`src/design/lgu_pkg.sv`:
```
`timescale 1ns / 1ps
`default_nettype none

package lgu_pkg;

  localparam int ADC_W     = 12;
  localparam int POINT_W   = 8;
  localparam int PHASE_W   = 3;
  localparam int WIN       = 6;
  localparam int OUT_SHIFT = 5;
  localparam int OUT_MAX   = 255;

  // node denominators over s^5, oldest sample first
  localparam longint DEN_FACTOR [WIN] = '{-120, 24, -12, 12, -24, 120};

  typedef struct packed {
    logic not_empty;
    logic full;
  } q_stat_t;

  function automatic longint node_num(input int k, input int j, input int s);
    longint acc;
    acc = 1;
    for (int m = 0; m < WIN; m++) begin
      if (m != k) begin
        acc = acc * (longint'(j) - longint'(m - 2) * longint'(s));
      end
    end
    return acc;
  endfunction

  function automatic longint node_den(input int k, input int s);
    longint s5;
    s5 = longint'(s) * s * s * s * s;
    return s5 * DEN_FACTOR[k];
  endfunction

endpackage

`default_nettype wire

```
`src/design/lgu_fifo.sv`:
```
`timescale 1ns / 1ps
`default_nettype none

module lgu_fifo #(
  parameter int W = 72
) (
  input  wire                   clk,
  input  wire                   rst,
  input  wire                   push,
  input  wire  [W-1:0]          push_data,
  input  wire                   pop,
  output logic [W-1:0]          pop_data,
  output lgu_pkg::q_stat_t      q_stat
);
  import lgu_pkg::*;

  logic [W-1:0] mem [2];
  logic         wr_ptr;
  logic         rd_ptr;
  logic [1:0]   count;

  always_ff @(posedge clk) begin
    if (rst) begin
      wr_ptr <= 1'b0;
      rd_ptr <= 1'b0;
      count  <= 2'd0;
    end else begin
      if (push) wr_ptr <= ~wr_ptr;
      if (pop) rd_ptr <= ~rd_ptr;
      case ({push, pop})
        2'b10:   count <= count + 2'd1;
        2'b01:   count <= count - 2'd1;
        default: count <= count;
      endcase
    end
  end

  always_ff @(posedge clk) begin
    if (push) mem[wr_ptr] <= push_data;
  end

  assign pop_data         = mem[rd_ptr];
  assign q_stat.not_empty = (count != 2'd0);
  assign q_stat.full      = (count == 2'd2);

endmodule

`default_nettype wire

```
`config.mk`:
```
export PLATFORM = sky130hd
export DESIGN_NAME = lgu_fifo
export DESIGN_NICKNAME = d
export VERILOG_FILES = /design/src/design/lgu_pkg.sv /design/src/design/lgu_fifo.sv
export SDC_FILE = /design/constraint.sdc
export NUM_CORES = 1
export LEC_CHECK = 0
export ABC_AREA = 1
export BUFFER_PORTS_ARGS = -buffer_cell sky130_fd_sc_hd__buf_2
export CORE_MARGIN = 5
export CORE_UTILIZATION = 40
export DETAILED_ROUTE_END_ITERATION = 7
export PLACE_DENSITY_LB_ADDON = 0.1
export SLEW_MARGIN = 20
export SYNTH_ARGS = -nofsm -noshare
export SYNTH_HDL_FRONTEND = slang
export SYNTH_SLANG_ARGS = --single-unit
```
`constraint.sdc`:
```
create_clock -name clk -period 4.7 [get_ports clk]
set_clock_uncertainty 0.05 [all_clocks]
set_input_delay 0.235 -clock clk [delete_from_list [all_inputs] [get_ports clk]]
set_output_delay 0.235 -clock clk [all_outputs]
set_load 0.02 [all_outputs]
```
### Word level (Yosys, flattened, before mapping)

Memory sizes are Yosys's and may differ from the RTL's. A register that Yosys moved wholly into a read port is not among the register bits.
Cells that the tools add are included.

* bits in registers: 4
* latch bits: 0
* bits in writable memories: 144
* memory bits (read-only): 0
* output and inout port bits: 74
* logic and storage cells: 18
* memories: 1

* add/subtract/negate cells: 2
* multiply operators: 0
* div/mod/pow operators: 0
* $lt $le $gt $ge: 0
* equal/unequal tests: 3
* shift-type cells: 0
* muxes and demuxes: 5
* bitwise gates (word level): 2
* reduce and logical (&&, ||, !) cells: 2

Memories
* mem: depth 2, bits a word 72, rd ports 1, clocked after Yosys merged registers in 1, write ports 1, line lgu_fifo.sv:17 `logic [W-1:0] mem [2];`

Operators with widths (number)
* $eq 2x2->1 const B: 2
* $mux 1: 4
* $pmux 2 s2: 1
* $reduce_bool 2->1: 2
* $add 2x1->2 const B: 1
* $eq 2x1->1 const B: 1
* $not 1->1: 2
* $sub 2x1->2 const B: 1

### Longest topological paths before layout

* depth after elaboration: 3
* mapped depth: 7
* mapped depth without buffers: 7

### Least setup slack after synthesis

OpenSTA, ideal clock, no wires.

* path type: flip-flop to flip-flop
* from: register wr_ptr
* to: memory mem[0][0] (enable)
* library setup time: 0.504 ns
* data arrival time: 3.324 ns
* slack: 0.822 ns
* cell stages (with the launch flop): 2
* period minus slack after synthesis: 3.878 ns
* path through: dfxtp_1 -> nor2_1

RTL lines
* from (decl): line lgu_fifo.sv:18 `logic wr_ptr;`
* from (signal assigned): line lgu_fifo.sv:28 `if (push) wr_ptr <= ~wr_ptr;`
* to (decl): line lgu_fifo.sv:17

Straight into the memory's write port.

==> metrics <==
# setup viols final=0; post-route clock period utilization=0.5529; Critical Path AT=2.31 ns; reg-to-reg setup timing slack=2.57 ns; initial core utilization=0.4019; CTS Root Cell=clkbuf_16; crit path kind=register to output port; via count=3,050; Slew HR=0.4202; layout cells sized above 1=0.4970; synth warn=0; Worst Setup Start Kind=register; mean routed wirelength per cell=15.23 um; P per Cell Area=419.4 nW/um2; number of global-route vias before repair=3,254; post-synthesis sequential area ratio=0.7662; Post-route DRC=0; Mapped Nets=334; TritonCTS clock tree=built; initial DRC count=152; maximum vdd drop=0.0003245 V; cells on worst reg2reg path=2; GRT Total Usage=0.1272; Via-to-Cell Ratio=4.414; num ports=150; diode count=0; mean area per synthesized cell=22.47 um2; FF+latch count, synth=149; CP Capture Type=output port; Max Slew Vio Count=0; Final TNS setup=0 ns; RSZ-0062 raised after global routing=no; Peak Freq=384.8 MHz; CTS resizes=0; pin count of the biggest net entering global routing=57; drt first pass iters=4; outcome=complete, no violations; Crit Path Max Fanout=29; clk buf depth=2; Hold Startpoint=push; Worst Hold End=wr_ptr; PortBufs=149; chip width=130.2 um; RePlAce Congestion=0.6848; Die ar.=16,940 um2; worst min path class=input port to register; Final #Nets=571; max cap viols=0; Detail Route Antenna Nets=0; Cells after Synth=257; Area Overhead vs Synth=38.16%; CTS Sinks=149; hold path cells=3; Static Leak=0.003210 uW; Clock transition at path regs=0.06 ns; total global routing overflow=0; Tmin final=2.599 ns; Die Ht=130.2 um; Tightest Pin Transition=0.8697 ns; antenna violations before repair=0; Yosys cell types=15; core area=14,370 um2; synthesized area=5774 um2; row cnt=44; final hold slack=0.06909 ns; CTS Buf Count=17; worst r2r src=wr_ptr; Final Power=3346 uW; H-tree depth=4; insertion delay to the later sink of the worst-skew pair=0.41 ns; Fin. Hold Viols=0; hpwl dp=6526 um; first-pass GRT wire length=15,980 um; final wirelength=10,530 um; R2R Path End=mem[0][67]; Worst EP required=4.41 ns
==> placed cells by master, fill, tap and decap left out <==
cell           Yosys  routed
dfxtp_4            0       1
clkinvlp_4         0       1
nand4_1            1       1
clkinv_1           0       8
nor3_1             1       1
clkinv_2           0       3
mux2_4            70      70
bufinv_16          0       4
mux2_2             2       2
buf_12             7       1
dlygate4sd3_1      0      73
buf_4              0       3
ha_1               1       1
dfxtp_1            5       4
a21oi_1            1       1
nand2_1            6       6
inv_1              7       6
nor2_4             0       1
clkbuf_16          0      17
o21ai_0            1       1
buf_2              0     149
xnor2_1            1       1
edfxtp_1         144     144
nor2_1             9       8
==> synthesized netlist by cell type <==
cell type / instances / share of area
a21oi_1: 1 / 0.00087
buf_12: 7 / 0.024
buf_6: 1 / 0.0020
dfxtp_1: 5 / 0.017
edfxtp_1: 144 / 0.75
ha_1: 1 / 0.0022
inv_1: 7 / 0.0046
mux2_2: 2 / 0.0039
mux2_4: 70 / 0.18
nand2_1: 6 / 0.0039
nand4_1: 1 / 0.0011
nor2_1: 9 / 0.0059
nor3_1: 1 / 0.00087
o21ai_0: 1 / 0.00087
xnor2_1: 1 / 0.0015
==> cells by family after synthesis <==
kind of cell,after synthesis,share of synthesized area
xor gates and xnor gates,1,0.001517
AOI/OAI and AO/OA,2,0.001732
and+or+nand+nor,17,0.01170
DFF,149,0.7662
buffers and inverters,15,0.03077
muxes,72,0.1859
adders and majority gates,1,0.002167
==> critical path, stage by stage, from the launching register on <==
cell and delay (ns):
dfxtp_4 0.72, buf_12 0.31, buf_4 0.36, mux2_4 0.33, buf_2 0.16
==> registers in the layout, summed over array words and instances, names as in the netlist, named ones only <==
signal and count:
count 2, wr_ptr 1, mem 144, rd_ptr 1
==> power breakdown <==
part	switching (uW)	internal (uW)
clock network	473	870
logic	215	217
registers	31.4	1540
==> final cells by class <==
class	instances	area, um2
sequential	149	4428
timing repair buffer	226	1519
clock buffer	17	425.4
tap	184	230.2
clock inverter	15	167.7
fill	1181	6391
multi-input combinational	93	1180
inverter	7	27.53
==> layer usage <==
layer  up-vias  wire length [um]  track usage
met5         -                 0            0
met1      1461              4486       0.1488
met3        12               769      0.04748
met2       102              5120       0.2103
met4         0               149      0.05501
li1       1475                 -            -
==> worst max path at each step <==
stage / startpoint / endpoint / slack (ns) / cells past startpoint
5_1_grt: register / pop_data[42] / 1.96 / 4
6_report: register / pop_data[26] / 2.10 / 4
2_1_floorplan: wr_ptr / mem[0][0] / 0.82 / 1
3_5_place_dp: register / pop_data[23] / 2.31 / 3
3_3_place_gp: register / pop_data[19] / 2.34 / 3
4_1_cts: register / pop_data[23] / 1.86 / 3
==> timing repair <==
action / CTS / global route
setup buffers: 0 / 0
hold buffers: 73 / 0
hold endpoints to repair: 147 / 0
==> through the flow <==
stage,setup WS (ns),util,cells,cell area [um2]
final,2.101,0.5552,691,7978
after global routing,1.960,0.5552,691,7978
after CTS,1.855,0.5538,690,7958
after detailed placement,2.310,0.4617,585,6634
after global placement,2.344,0.4617,585,6634
after floorplan,0.8216,-,257,5774
Power figures use the tool's default switching activity.
