[src/design/lgu_pkg.sv]
`timescale 1ns / 1ps
`default_nettype none

package lgu_pkg;

  localparam int ADC_W     = 12;
  localparam int POINT_W   = 8;
  localparam int PHASE_W   = 3;
  localparam int WIN       = 6;
  localparam int OUT_SHIFT = 5;
  localparam int OUT_MAX   = 255;

  // node denominators over s^5, oldest sample first
  localparam longint DEN_FACTOR [WIN] = '{-120, 24, -12, 12, -24, 120};

  typedef struct packed {
    logic not_empty;
    logic full;
  } q_stat_t;

  function automatic longint node_num(input int k, input int j, input int s);
    longint acc;
    acc = 1;
    for (int m = 0; m < WIN; m++) begin
      if (m != k) begin
        acc = acc * (longint'(j) - longint'(m - 2) * longint'(s));
      end
    end
    return acc;
  endfunction

  function automatic longint node_den(input int k, input int s);
    longint s5;
    s5 = longint'(s) * s * s * s * s;
    return s5 * DEN_FACTOR[k];
  endfunction

endpackage

`default_nettype wire

[src/design/lgu_sample_if.sv]
`timescale 1ns / 1ps
`default_nettype none

interface lgu_sample_if;
  import lgu_pkg::*;

  logic             valid;
  logic             ready;
  logic [ADC_W-1:0] adc_sample;

  modport source (output valid, output adc_sample, input ready);
  modport sink (input valid, input adc_sample, output ready);
endinterface

`default_nettype wire

[src/design/lgu_front.sv]
`timescale 1ns / 1ps
`default_nettype none

module lgu_front #(
  parameter int SAMPLE_BITS = 12
) (
  input  wire                                        clk,
  input  wire                                        rst,
  lgu_sample_if.sink                                 samples,
  input  wire  lgu_pkg::q_stat_t                     q_stat,
  output logic                                       push,
  output logic [lgu_pkg::WIN-1:0][SAMPLE_BITS-1:0]   push_win
);
  import lgu_pkg::*;

  localparam int SB    = SAMPLE_BITS;
  localparam int RAW_W = (SB > ADC_W) ? SB : ADC_W;

  logic [WIN-1:0][SB-1:0] win;
  logic [WIN-1:0][SB-1:0] win_next;
  logic [2:0]             fill_count;
  logic [RAW_W-1:0]       raw;
  logic                   take;

  assign samples.ready = !q_stat.full;
  assign take          = samples.valid && samples.ready;
  assign raw           = RAW_W'(samples.adc_sample);

  always_comb begin
    for (int k = 0; k < WIN - 1; k++) begin
      win_next[k] = win[k+1];
    end
    win_next[WIN-1] = raw[SB-1:0];
  end

  always_ff @(posedge clk) begin
    if (take) win <= win_next;
  end

  always_ff @(posedge clk) begin
    if (rst) begin
      fill_count <= 3'd0;
    end else if (take && fill_count != 3'(WIN)) begin
      fill_count <= fill_count + 3'd1;
    end
  end

  // window is complete once this transfer lands
  assign push     = take && (fill_count >= 3'(WIN - 1));
  assign push_win = win_next;

endmodule

`default_nettype wire

[src/flat_wrapper.sv]
// flat-port wrapper written by rule: the top's interface ports become plain ports
module lgu_front_flat import lgu_pkg::*;
#(
  parameter int SAMPLE_BITS = 12
)
  (clk, rst, q_stat, push, push_win, samples_valid, samples_adc_sample, samples_ready);
  lgu_sample_if samples_i ();
  input  wire clk;
  input  wire rst;
  input  wire  lgu_pkg::q_stat_t q_stat;
  output logic push;
  output logic [lgu_pkg::WIN-1:0][SAMPLE_BITS-1:0] push_win;
  input wire logic [$bits(samples_i.valid)-1:0] samples_valid;
  input wire logic [$bits(samples_i.adc_sample)-1:0] samples_adc_sample;
  output wire logic [$bits(samples_i.ready)-1:0] samples_ready;
  assign samples_i.valid = samples_valid;
  assign samples_i.adc_sample = samples_adc_sample;
  assign samples_ready = samples_i.ready;
  lgu_front #(.SAMPLE_BITS(SAMPLE_BITS)) u_core (.clk(clk), .rst(rst), .samples(samples_i), .q_stat(q_stat), .push(push), .push_win(push_win));
endmodule
[config.mk]
export PLATFORM = sky130hd
export DESIGN_NAME = lgu_front_flat
export DESIGN_NICKNAME = d
export VERILOG_FILES = /design/src/design/lgu_pkg.sv /design/src/design/lgu_sample_if.sv /design/src/design/lgu_front.sv /design/src/flat_wrapper.sv
export SDC_FILE = /design/constraint.sdc
export NUM_CORES = 1
export LEC_CHECK = 0
export BUFFER_PORTS_ARGS = -buffer_cell sky130_fd_sc_hd__buf_2
export CORE_UTILIZATION = 50
export DETAILED_ROUTE_END_ITERATION = 10
export PLACE_DENSITY_LB_ADDON = 0.3
export SETUP_SLACK_MARGIN = 0.15
export SYNTH_ARGS = -nofsm -noshare
export SYNTH_HDL_FRONTEND = slang
export SYNTH_SLANG_ARGS = --single-unit
[constraint.sdc]
create_clock -name clk -period 2.25 [get_ports clk]
set_input_delay 0 -clock clk [delete_from_list [all_inputs] [get_ports clk]]
set_output_delay 0 -clock clk [all_outputs]
set_load 0.01 [all_outputs]
# ---- Word-level counts from Yosys, hierarchy flattened
# Cells that the tools add are included.
dict set report classes {
  n_addsub 1
  magnitude_cmp 1
  n_eq_ne 1
  n_reduce_logical 4
}
# op n
set op_table {}
lappend op_table {{$add 3x1->3 const B} 1}
lappend op_table {{$ge 3x3->1 const B} 1}
lappend op_table {{$logic_and 1x1->1} 3}
lappend op_table {{$ne 3x3->1 const B} 1}
lappend op_table {{$logic_not 1->1} 1}
dict set report totals {
  reg_bits 63
  inputBits 17
  out_inout_bits 74
}

# ---- Longest topological paths before layout
# Gate-level depths: netlist (run 1).
dict set report depth {
  word_depth 3
  ltp_mapped 5
  mapped_depth_nobuf 5
}

# ---- Least setup slack after synthesis (run 1)
# Ideal clock, no wire load.
dict set report synth_path {
  path_type {reg2reg}
  start {register u_core.fill_count[0]}
  end {register u_core.fill_count[0]}
  setup_time_ns 0.123
  t_arrival_ns 1.095
  required_ns 2.127
  setup_slack_ns 1.032
  stages_incl_launch_ff 5
  period_less_slack_ns 1.218
  cell_sequence {dfxtp_1 -> inv_1 -> ha_1 -> a21oi_2 -> mux2_1}
}
dict set report synth_between {
  elab_chain_cells 2
  elab_cells_between_ends 3
  cone_classes {add/sub (1); eq/ne (1); reduce/logical (1)}
}
# item line
set synth_lines {}
lappend synth_lines {{start, declared} lgu_front.sv:21} ;# logic [2:0] fill_count;
lappend synth_lines {{start signal, assigned} lgu_front.sv:44} ;# fill_count <= fill_count + 3'd1;
lappend synth_lines {{branches (longest 2 deep; another with $add 3x1->3)} n/a}
# Parallel ways; which one is timed is not known.
# A chain may end at the register's enable or synchronous reset.

# ---- Final worst setup path (run 1)
dict set report layout_path {
  start {register u_core.fill_count[1]}
  end {output push}
}
dict set report layout_between {
  elab_chain_cells 2
}
# item line
set layout_lines {}
lappend layout_lines {{$ge 3x3->1} lgu_front.sv:49} ;# assign push = take && (fill_count >= 3'(WIN - 1));
lappend layout_lines {{$logic_and 1x1->1} lgu_front.sv:49}
lappend layout_lines {{end, declared} flat_wrapper.sv:11} ;# output logic push;
# No other way between the ends.

==> results.py, run 1 <==
metrics = {
    "outcome": {
        "outcome": "finished, final reports clean",
    },
    "final_layout": {
        "drive_above_1_share_pct": 52.7,
        "fillerInstances": 268,
        "fin_cells": 251,
        "area_delta_synth_final_pct": 34.7,
        "finalNetCount": 216,
        "antenna_cells": 0,
    },
    "power_and_ir_drop": {
        "power_density_nw_per_um2": 846,
        "ir_drop_uv": 613,
        "power_leakage_nw": 1.16,
    },
    "logic_synthesis": {
        "synth.largest_area_cell": "edfxtp_1",
        "synth_compound_area_share_pct": 1.49,
        "syn_nets": 115,
        "synth-edff-count": 60,
        "yosysUniqueCellTypes": 16,
        "synth_commonest_cells": "60 x edfxtp_1, 12 x buf_4",
        "synth-async-reset-ratio_pct": 0,
        "ys_warn_count": 0,
        "synth_area_leaders": "edfxtp_1 86%, buf_4 4.3%, dfxtp_1 2.9%",
        "synthCells": 95,
        "synthAdderAreaFrac_pct": 1.79,
        "yosys.cell_count.top_type": "edfxtp_1",
        "synthMuxAreaShare_pct": 0.537,
        "synth-seq-area-share_pct": 88.7,
        "synth_top_family_by_area": "buffers and inverters",
        "avgSynthCellArea_um2": 22.1,
        "synth_top_area_share_pct": 85.9,
        "synth_xor_area_share_pct": 0,
        "syn_area_um2": 2100,
        "synthSimpleGateAreaFrac_pct": 2.33,
        "synth_seq_cells": 63,
        "synth_ff_type": "edfxtp_1",
    },
    "placement": {
        "place_inst": 222,
        "place_hpwl_um": 2310,
        "globalplace.congestion": 0.699,
        "numPortBuffers": 89,
    },
    "routing": {
        "routed_wl_um": 3560,
        "drc": 0,
        "drtIter0Drc": 57,
        "vias": 1158,
        "wl_per_cell_um": 14.2,
        "drtAntennaViolNets": 0,
        "firstDrtPassIters": 3,
        "vias_per_cell": 4.61,
    },
    "die": {
        "die_h_um": 66.8,
        "core_region_area_um2": 4030,
        "die_w_um": 66.8,
        "num_rows": 23,
        "start_util_pct": 52.1,
        "ios": 91,
        "die_area_um2": 4460,
    },
    "setup_path": {
        "reg2reg_to": "u_core.fill_count[0]",
        "worst_path_largest_cell_delay_ps": 410,
        "cp.depth": 5,
        "crit_end": "push",
        "crit_family": "flip-flops",
        "worstReg2RegStart": "u_core.fill_count[0]",
        "reg2reg_depth": 4,
        "crit_path_end_kind": "output port",
        "crit_buf_inv": 2,
        "crit_start": "u_core.fill_count[1]",
        "arrival_ps": 1340,
        "worstSetupPathType": "flip-flop to output port",
        "startpoint_type": "flip-flop",
        "worstPathRequired_ps": 2250,
        "worstPathMaxFanout": 5,
        "cp_slowest_cell": "dfxtp_1",
        "path_cells": "inv_1 > ha_1 > o21ai_0 > nor2_1 > buf_2",
        "ff2ff_setup_slack_ps": 910,
    },
    "clocking": {
        "cts_buffers": 9,
        "cts_root_buffer": "clkbuf_8",
        "clock-sinks": 63,
        "insertion_delay_ps": 320,
        "htree_levels": 3,
        "cts_resized": 0,
        "cts_tree": "done",
        "clk_path_buf_depth": 2,
        "path_clk_slew_ps": 70,
    },
    "sta": {
        "rsz0062_at_grt": "no",
        "tns_ps": 0,
        "relSlewSlack_pct": 51.5,
        "tightest_slew_ps": 728,
        "finClkSkew_ps": 5.39,
        "fin_crit_ps": 1340,
        "setup_violations": 0,
        "fmax_ghz": 0.744,
        "hold_viol": 0,
        "final_max_slew_viol_count": 0,
        "finalCritPeriodShare_pct": 59.7,
    },
    "grt": {
        "grt_pass1_vias": 1106,
        "grt_remaining_overflow": 0,
        "grt_use_total_pct": 17.1,
        "antenna_found_initial": 0,
        "grt_pass1_wl_um": 5170,
        "grt_max_degree": 64,
    },
    "min_path": {
        "hold_path_class": "input pin to flip-flop",
    },
    "job": {
        "max_cap_viol_count": 0,
    },
}
-- flip-flops by register name, summed over array words and instances (netlist names) --
| name | flops |
|---|---|
| u_core.fill_count | 3 |
| u_core.push_win | 60 |
-- worst min-delay path: stages --
cell and delay, ps:
buf_2 100, nand2b_4 70, a21oi_2 140, a211oi_1 90
-- through the flow --
step	hold slack, ps	util (%)	power [mW]	setup WS [ps]	cell area, um2
CTS	129	70.2	2.42	885	2830
global route	144	70.2	2.49	819	2830
floorplan	43.5	-	1.45	1030	2100
global placement	188	62.5	1.50	1010	2520
finish	136	70.2	2.39	906	2830
detailed placement	190	62.5	1.51	910	2520
-- power breakdown --
group,switching (mW),internal [mW]
Clock,0.385,0.503
Sequential,0.0199,1.34
Combinational,0.0836,0.0647
-- cells in the final DEF, fill, tap and decap left out --
| cell | n |
|---|---|
| and4b_1 | 1 |
| ha_1 | 3 |
| clkbuf_8 | 9 |
| dlygate4sd3_1 | 13 |
| clkbuf_1 | 2 |
| buf_2 | 89 |
| nor3_2 | 1 |
| edfxtp_1 | 60 |
| dfxtp_1 | 3 |
| clkinv_1 | 1 |
| nand2_1 | 1 |
| mux2_1 | 1 |
| inv_4 | 1 |
| bufinv_16 | 1 |
| a21oi_1 | 2 |
| nand2b_4 | 1 |
| a21oi_2 | 1 |
| clkinv_2 | 3 |
| a211oi_1 | 1 |
| inv_1 | 3 |
| nor2_1 | 3 |
| o21ai_0 | 1 |
-- how the worst min path moves through the flow --
stage,from,to,depth (start not counted)
5_1_grt,samples_valid,u_core.fill_count[0],4
3_5_place_dp,samples_adc_sample[10],u_core.push_win[58],1
4_1_cts,samples_valid,u_core.fill_count[1],4
3_3_place_gp,samples_adc_sample[5],u_core.push_win[53],1
6_report,samples_valid,u_core.fill_count[1],4
2_1_floorplan,q_stat[0],samples_ready,1
-- what timing repair did --
item / in CTS / in global routing
hold buffers: 13 / 0
buffers inserted: 0 / 0
hold endpoints to repair: 14 / 0
-- final cells by class --
type / instances / area [um2] / area share (%)
Sequential cell: 63 / 1860 / 65.9
Clock inverter: 5 / 48.8 / 1.73
Timing Repair Buffer: 102 / 576 / 20.4
Multi-Input combinational cell: 16 / 129 / 4.56
Tap cell: 50 / 62.6 / 2.21
Clock buffer: 11 / 131 / 4.65
Inverter: 4 / 17.5 / 0.620
-- logic make-up after synthesis --
family | Yosys count
and+or+nand+nor | 7
AOI/OAI and AO/OA | 5
adders and majority gates | 3
DFF | 63
buffers and inverters | 16
muxes | 1
-- per-layer routing --
layer / track usage, % / share of wire [%] / vias to the layer above
met3: 7.71 / 7.5 / 6
met1: 17.6 / 37 / 549
met4: 9.57 / 1.3 / 0
met2: 28.4 / 55 / 57
met5: 0 / 0 / -
li1: - / - / 546
Power figures use the tool's default switching activity.
==> inputs of run 2 (changes only) <==
Settings changed: CORE_UTILIZATION 50 to 46.
Clock period 2.25 ns to 1.3 ns, I/O delays scaled along.
==> run 2 against run 1 <==
  * Worst hold slack got worse by 13 ps
  * Sequential power increased by 73%
  * Clock skew fell by 0.92 ps
  * Sequential cell count unchanged
  * Combinational power is 93% higher
  * Critical path depth shrank 1
  * Core utilization decreased by 4.5 points
  * Non-clock buffer count increased by 4
  * Critical path type is now flip-flop to flip-flop
  * Largest power group unchanged
==> results.py, run 2 (synthesis gave the netlist of run 1 again) <==
metrics = {
    "outcome": {
        "outcome": "finished, final reports clean",
    },
    "routing": {
        "routed-wl-met2_um": 2040,
        "vias_per_cell": 4.61,
        "drtAntennaViolNets": 0,
        "routed_wl_um": 3730,
        "firstDrtPassIters": 4,
        "met3_length_um": 282,
        "drc": 0,
        "wl_per_cell_um": 14.6,
        "vias": 1180,
        "wl_met1_um": 1360,
        "top_layer_used": "met4",
        "drtIter0Drc": 63,
    },
    "setup_path": {
        "ff2ff_setup_slack_ps": 120,
        "path_cells": "inv_1 > ha_2 > a21oi_4 > mux2_4",
        "worstSetupPathType": "flip-flop to flip-flop",
        "reg2reg_depth": 4,
        "cp_slowest_cell": "dfxtp_4",
        "crit_buf_inv": 1,
        "crit_path_end_kind": "flip-flop",
        "reg2reg_to": "u_core.fill_count[0]",
        "worstReg2RegStart": "u_core.fill_count[0]",
        "worstPathMaxFanout": 3,
        "arrival_ps": 1390,
        "worstPathRequired_ps": 1510,
        "startpoint_type": "flip-flop",
        "crit_family": "flip-flops",
        "worst_path_largest_cell_delay_ps": 370,
    },
    "grt": {
        "grt_use_total_pct": 16.5,
        "antenna_found_initial": 0,
        "grt_max_degree": 43,
        "grt_remaining_overflow": 0,
        "grt_pass1_wl_um": 5760,
        "grt_pass1_vias": 1231,
    },
    "sta": {
        "finalCritPeriodShare_pct": 90.9,
        "rsz0062_at_grt": "yes",
        "fin_ws_ps": 118,
        "fmax_ghz": 0.846,
        "tightest_slew_ps": 249,
        "finClkSkew_ps": 4.48,
        "fin_crit_ps": 1180,
        "setup_violations": 0,
        "final_max_slew_viol_count": 0,
        "hold_viol": 0,
        "tns_ps": 0,
        "relSlewSlack_pct": 83.4,
    },
    "placement": {
        "dpl_cell_area_um2": 2550,
        "place_hpwl_um": 2250,
        "globalplace.congestion": 0.666,
        "preCtsSetupSlack_ps": 85.3,
        "numPortBuffers": 89,
    },
    "min_path": {
        "worst_hold_path.endpoint": "u_core.fill_count[1]",
        "hold-path-cell-count": 4,
        "hold_path_class": "input pin to flip-flop",
        "hp-start": "samples_valid",
    },
    "power_and_ir_drop": {
        "ir_drop_uv": 831,
        "power_leakage_nw": 1.17,
        "power_density_nw_per_um2": 1370,
        "total_power_mw": 3.95,
    },
    "clocking": {
        "path_clk_slew_ps": 60,
        "cts_root_buffer": "clkbuf_8",
        "clk_path_buf_depth": 2,
        "cts_buffers": 9,
        "insertion_delay_ps": 320,
        "cts_tree": "done",
        "htree_levels": 3,
        "clock-sinks": 63,
    },
    "die": {
        "die_h_um": 69.5,
        "ios": 91,
        "die_w_um": 69.5,
        "die_area_um2": 4840,
        "core_region_area_um2": 4380,
        "start_util_pct": 47.9,
        "num_rows": 24,
    },
    "job": {
        "max_cap_viol_count": 0,
    },
    "final_layout": {
        "drive_above_1_share_pct": 56.9,
        "area_delta_synth_final_pct": 37.2,
        "most-common-layout-cells": "89 x buf_2, 60 x edfxtp_1, 13 x dlygate4sd3_1",
        "finalInstanceArea_um2": 2880,
        "largest_register_ffs": 60,
        "final_common_cell": "buf_2",
        "post-route-util_pct": 65.7,
        "finalNetCount": 220,
        "antenna_cells": 0,
    },
}
==> run 2: per-stage QoR <==
stage | std cells | hold WS (ps)
finish | 256 | 122
global placement | 226 | 188
floorplan | 95 | 43.5
CTS | 256 | 118
detailed placement | 226 | 190
global route | 256 | 119
==> run 2: cell type report <==
class	count	area (um2)
Sequential cell	63	1870
Timing Repair Buffer	106	618
Tap cell	52	65.1
Multi-Input combinational cell	16	159
Clock buffer	9	124
Inverter	4	17.5
Clock inverter	6	28.8
Fill cell	326	1510
==> run 2: report_power, final <==
group / leakage, nW / internal [mW] / switching [mW]
combinational: 0.506 / 0.131 / 0.155
sequential: 0.589 / 2.31 / 0.0356
clock: 0.0774 / 0.652 / 0.667
total: 1.17 / 3.09 / 0.858
==> run 2: repair_timing <==
action                     CTS  global route
setup buffers                2             0
gates resized for setup      5             4
pin swaps                    3             3
hold buffers                13             0
setup endpoints to repair    2             3
hold endpoints to repair    14             0
==> run 2: worst max path at each step <==
stage	startpoint	to	slack, ps	cells after the start
after CTS	u_core.fill_count[0]	u_core.fill_count[0]	100	4
after detailed placement	u_core.fill_count[0]	u_core.fill_count[0]	90	4
after global routing	u_core.fill_count[1]	push	80	5
after floorplan	u_core.fill_count[0]	u_core.fill_count[0]	170	4
final	u_core.fill_count[0]	u_core.fill_count[0]	120	4
after global placement	u_core.fill_count[0]	u_core.fill_count[0]	160	4
==> run 2: worst min-delay path: cells and delay by family <==
kind,cells,cell delay [ps]
compound gates,2,220
buf+inv,1,100
simple gates,1,70
==> run 2: metal layers <==
layer,vias to the layer above,global-route usage (%)
li1,556,-
met1,560,15.1
met2,59,29.7
met3,5,6.40
met4,0,10.9
met5,-,0
==> inputs of run 3 (changes only) <==
Settings changed: PLACE_DENSITY set to 0.78, PLACE_DENSITY_LB_ADDON 0.3 to unset.
==> run 3 against run 2 <==
  * Clock power is essentially flat
  * Combinational power up 7.7%
  * Worst hold slack improved by 33 ps
  * Design area up 1.5%
  * Core utilization increased by 1.0 points
  * Global-route usage rose by 2.0 points
  * Clock-buffer cell count grew 2
  * Via count is 4.2% higher
  * Clock skew rose by 3.6 ps
  * Sequential power hardly changed
  * Sequential cell count unchanged
  * Critical endpoint is now push
==> results.py, run 3 (synthesis gave the netlist of run 1 again) <==
metrics = {
    "outcome": {
        "outcome": "finished, final reports clean",
    },
    "clocking": {
        "clock-sinks": 63,
        "htree_levels": 3,
        "insertion_delay_ps": 320,
        "cts_tree": "done",
        "cts_root_buffer": "clkbuf_8",
        "path_clk_slew_ps": 60,
        "clk_path_buf_depth": 2,
        "cts_buffers": 9,
    },
    "routing": {
        "vias_per_cell": 4.77,
        "vias": 1230,
        "routed_wl_um": 4200,
        "drc": 0,
        "drtIter0Drc": 62,
        "firstDrtPassIters": 4,
        "drtAntennaViolNets": 0,
        "wl_per_cell_um": 16.3,
    },
    "grt": {
        "grt_pass1_wl_um": 6420,
        "antenna_found_initial": 0,
        "grt_remaining_overflow": 0,
        "grt_max_degree": 25,
        "grt_use_total_pct": 18.5,
        "grt_pass1_vias": 1322,
    },
    "placement": {
        "numPortBuffers": 89,
        "globalplace.congestion": 0.755,
    },
    "die": {
        "die_area_um2": 4840,
        "core_region_area_um2": 4380,
        "num_rows": 24,
        "die_w_um": 69.5,
        "die_h_um": 69.5,
        "start_util_pct": 47.9,
        "ios": 91,
    },
    "final_layout": {
        "final_common_cell": "buf_2",
        "antenna_cells": 0,
        "finalNetCount": 221,
        "largest_register_ffs": 60,
        "area_delta_synth_final_pct": 39.3,
        "post-route-util_pct": 66.7,
        "drive_above_1_share_pct": 57.8,
        "most-common-layout-cells": "89 x buf_2, 60 x edfxtp_1, 13 x dlygate4sd3_1",
    },
    "sta": {
        "rsz0062_at_grt": "yes",
        "finClkSkew_ps": 8.10,
        "final_max_slew_viol_count": 0,
        "tightest_slew_ps": 260,
        "setup_violations": 0,
        "fmax_ghz": 0.821,
        "hold_viol": 0,
        "tns_ps": 0,
        "finalCritPeriodShare_pct": 93.7,
        "timing.hold.ws_ps": 155,
        "relSlewSlack_pct": 82.6,
        "fin_crit_ps": 1220,
    },
    "setup_path": {
        "worstReg2RegStart": "u_core.fill_count[0]",
        "crit_path_end_kind": "output port",
        "ff2ff_setup_slack_ps": 90,
        "worstSetupPathType": "flip-flop to output port",
        "worst_path_largest_cell_delay_ps": 400,
        "worstPathMaxFanout": 5,
        "arrival_ps": 1220,
        "path_cells": "inv_4 > ha_4 > o21ai_2 > nor2_1 > buf_2",
        "worstPathRequired_ps": 1300,
        "startpoint_type": "flip-flop",
        "reg2reg_depth": 4,
        "reg2reg_to": "u_core.fill_count[0]",
        "cp_slowest_cell": "dfxtp_4",
    },
    "min_path": {
        "hp-start": "samples_valid",
        "hold_path_class": "input pin to flip-flop",
        "hold-path-cell-count": 4,
        "worst_hold_path.endpoint": "u_core.fill_count[0]",
    },
    "job": {
        "max_cap_viol_count": 0,
    },
    "power_and_ir_drop": {
        "power_leakage_nw": 1.19,
        "power_density_nw_per_um2": 1370,
        "ir_drop_uv": 969,
    },
}
-- run 3: changes by cell type in the layout (fill, tap and decap cells not counted), sizes merged --
cell	change
buf	+1
clkinv	-1
clkbuf	+2
-- run 3: report_power, final --
part,total (mW),internal (mW),switching [mW],leakage (nW)
clock,1.35,0.673,0.681,0.0782
combinational,0.308,0.142,0.166,0.518
sequential,2.35,2.31,0.0412,0.589
total,4.01,3.12,0.888,1.19
-- run 3: worst max-delay path, delay by kind of cell (launching register included) --
family                     cells  cell delay, ps
buffers and inverters          2             190
DFF                            1             400
AOI/OAI and AO/OA              1             100
adders and majority gates      1             150
and+or+nand+nor                1              50
-- run 3: how the worst max path moves through the flow --
stage                    startpoint              endpoint  slack (ps)  cells after the start
2_1_floorplan  u_core.fill_count[0]  u_core.fill_count[0]         170                      4
3_3_place_gp   u_core.fill_count[0]  u_core.fill_count[0]         150                      4
3_5_place_dp   u_core.fill_count[0]  u_core.fill_count[0]          60                      4
4_1_cts        u_core.fill_count[0]  u_core.fill_count[0]          60                      4
5_1_grt        u_core.fill_count[1]                  push          40                      5
6_report       u_core.fill_count[1]                  push          80                      5
-- run 3: stage by stage --
stage	total power, mW	worst slack [ps]	area, um2	cells
3_3_place_gp	2.62	154	2570	227
5_1_grt	4.15	42.4	2920	258
3_5_place_dp	2.64	59.2	2570	227
4_1_cts	4.03	64.1	2900	258
6_report	4.01	81.9	2920	258
2_1_floorplan	2.51	167	2100	95
-- run 3: repair_timing --
action,in CTS,in global routing
endpoints found under the setup margin,2,3
setup buffers,2,0
gates resized for setup,10,4
hold buffers,13,0
pin swaps,4,2
hold endpoints to repair,14,0
-- run 3: layout make-up --
cell class,instances,area (um2)
clock inverter,5,25.0
sequential,63,1870
fill,296,1460
timing repair buffer,107,638
inverter,4,20.0
clock buffer,11,131
tap,52,65.1
multi-input combinational,16,174
-- run 3: per-layer routing --
metal	global-route usage (%)	vias to the layer above	part of all wire [%]
met1	18.3	587	36
met2	30.7	77	52
met5	0	-	0
met3	7.99	8	9.0
li1	-	558	-
met4	13.2	0	2.3
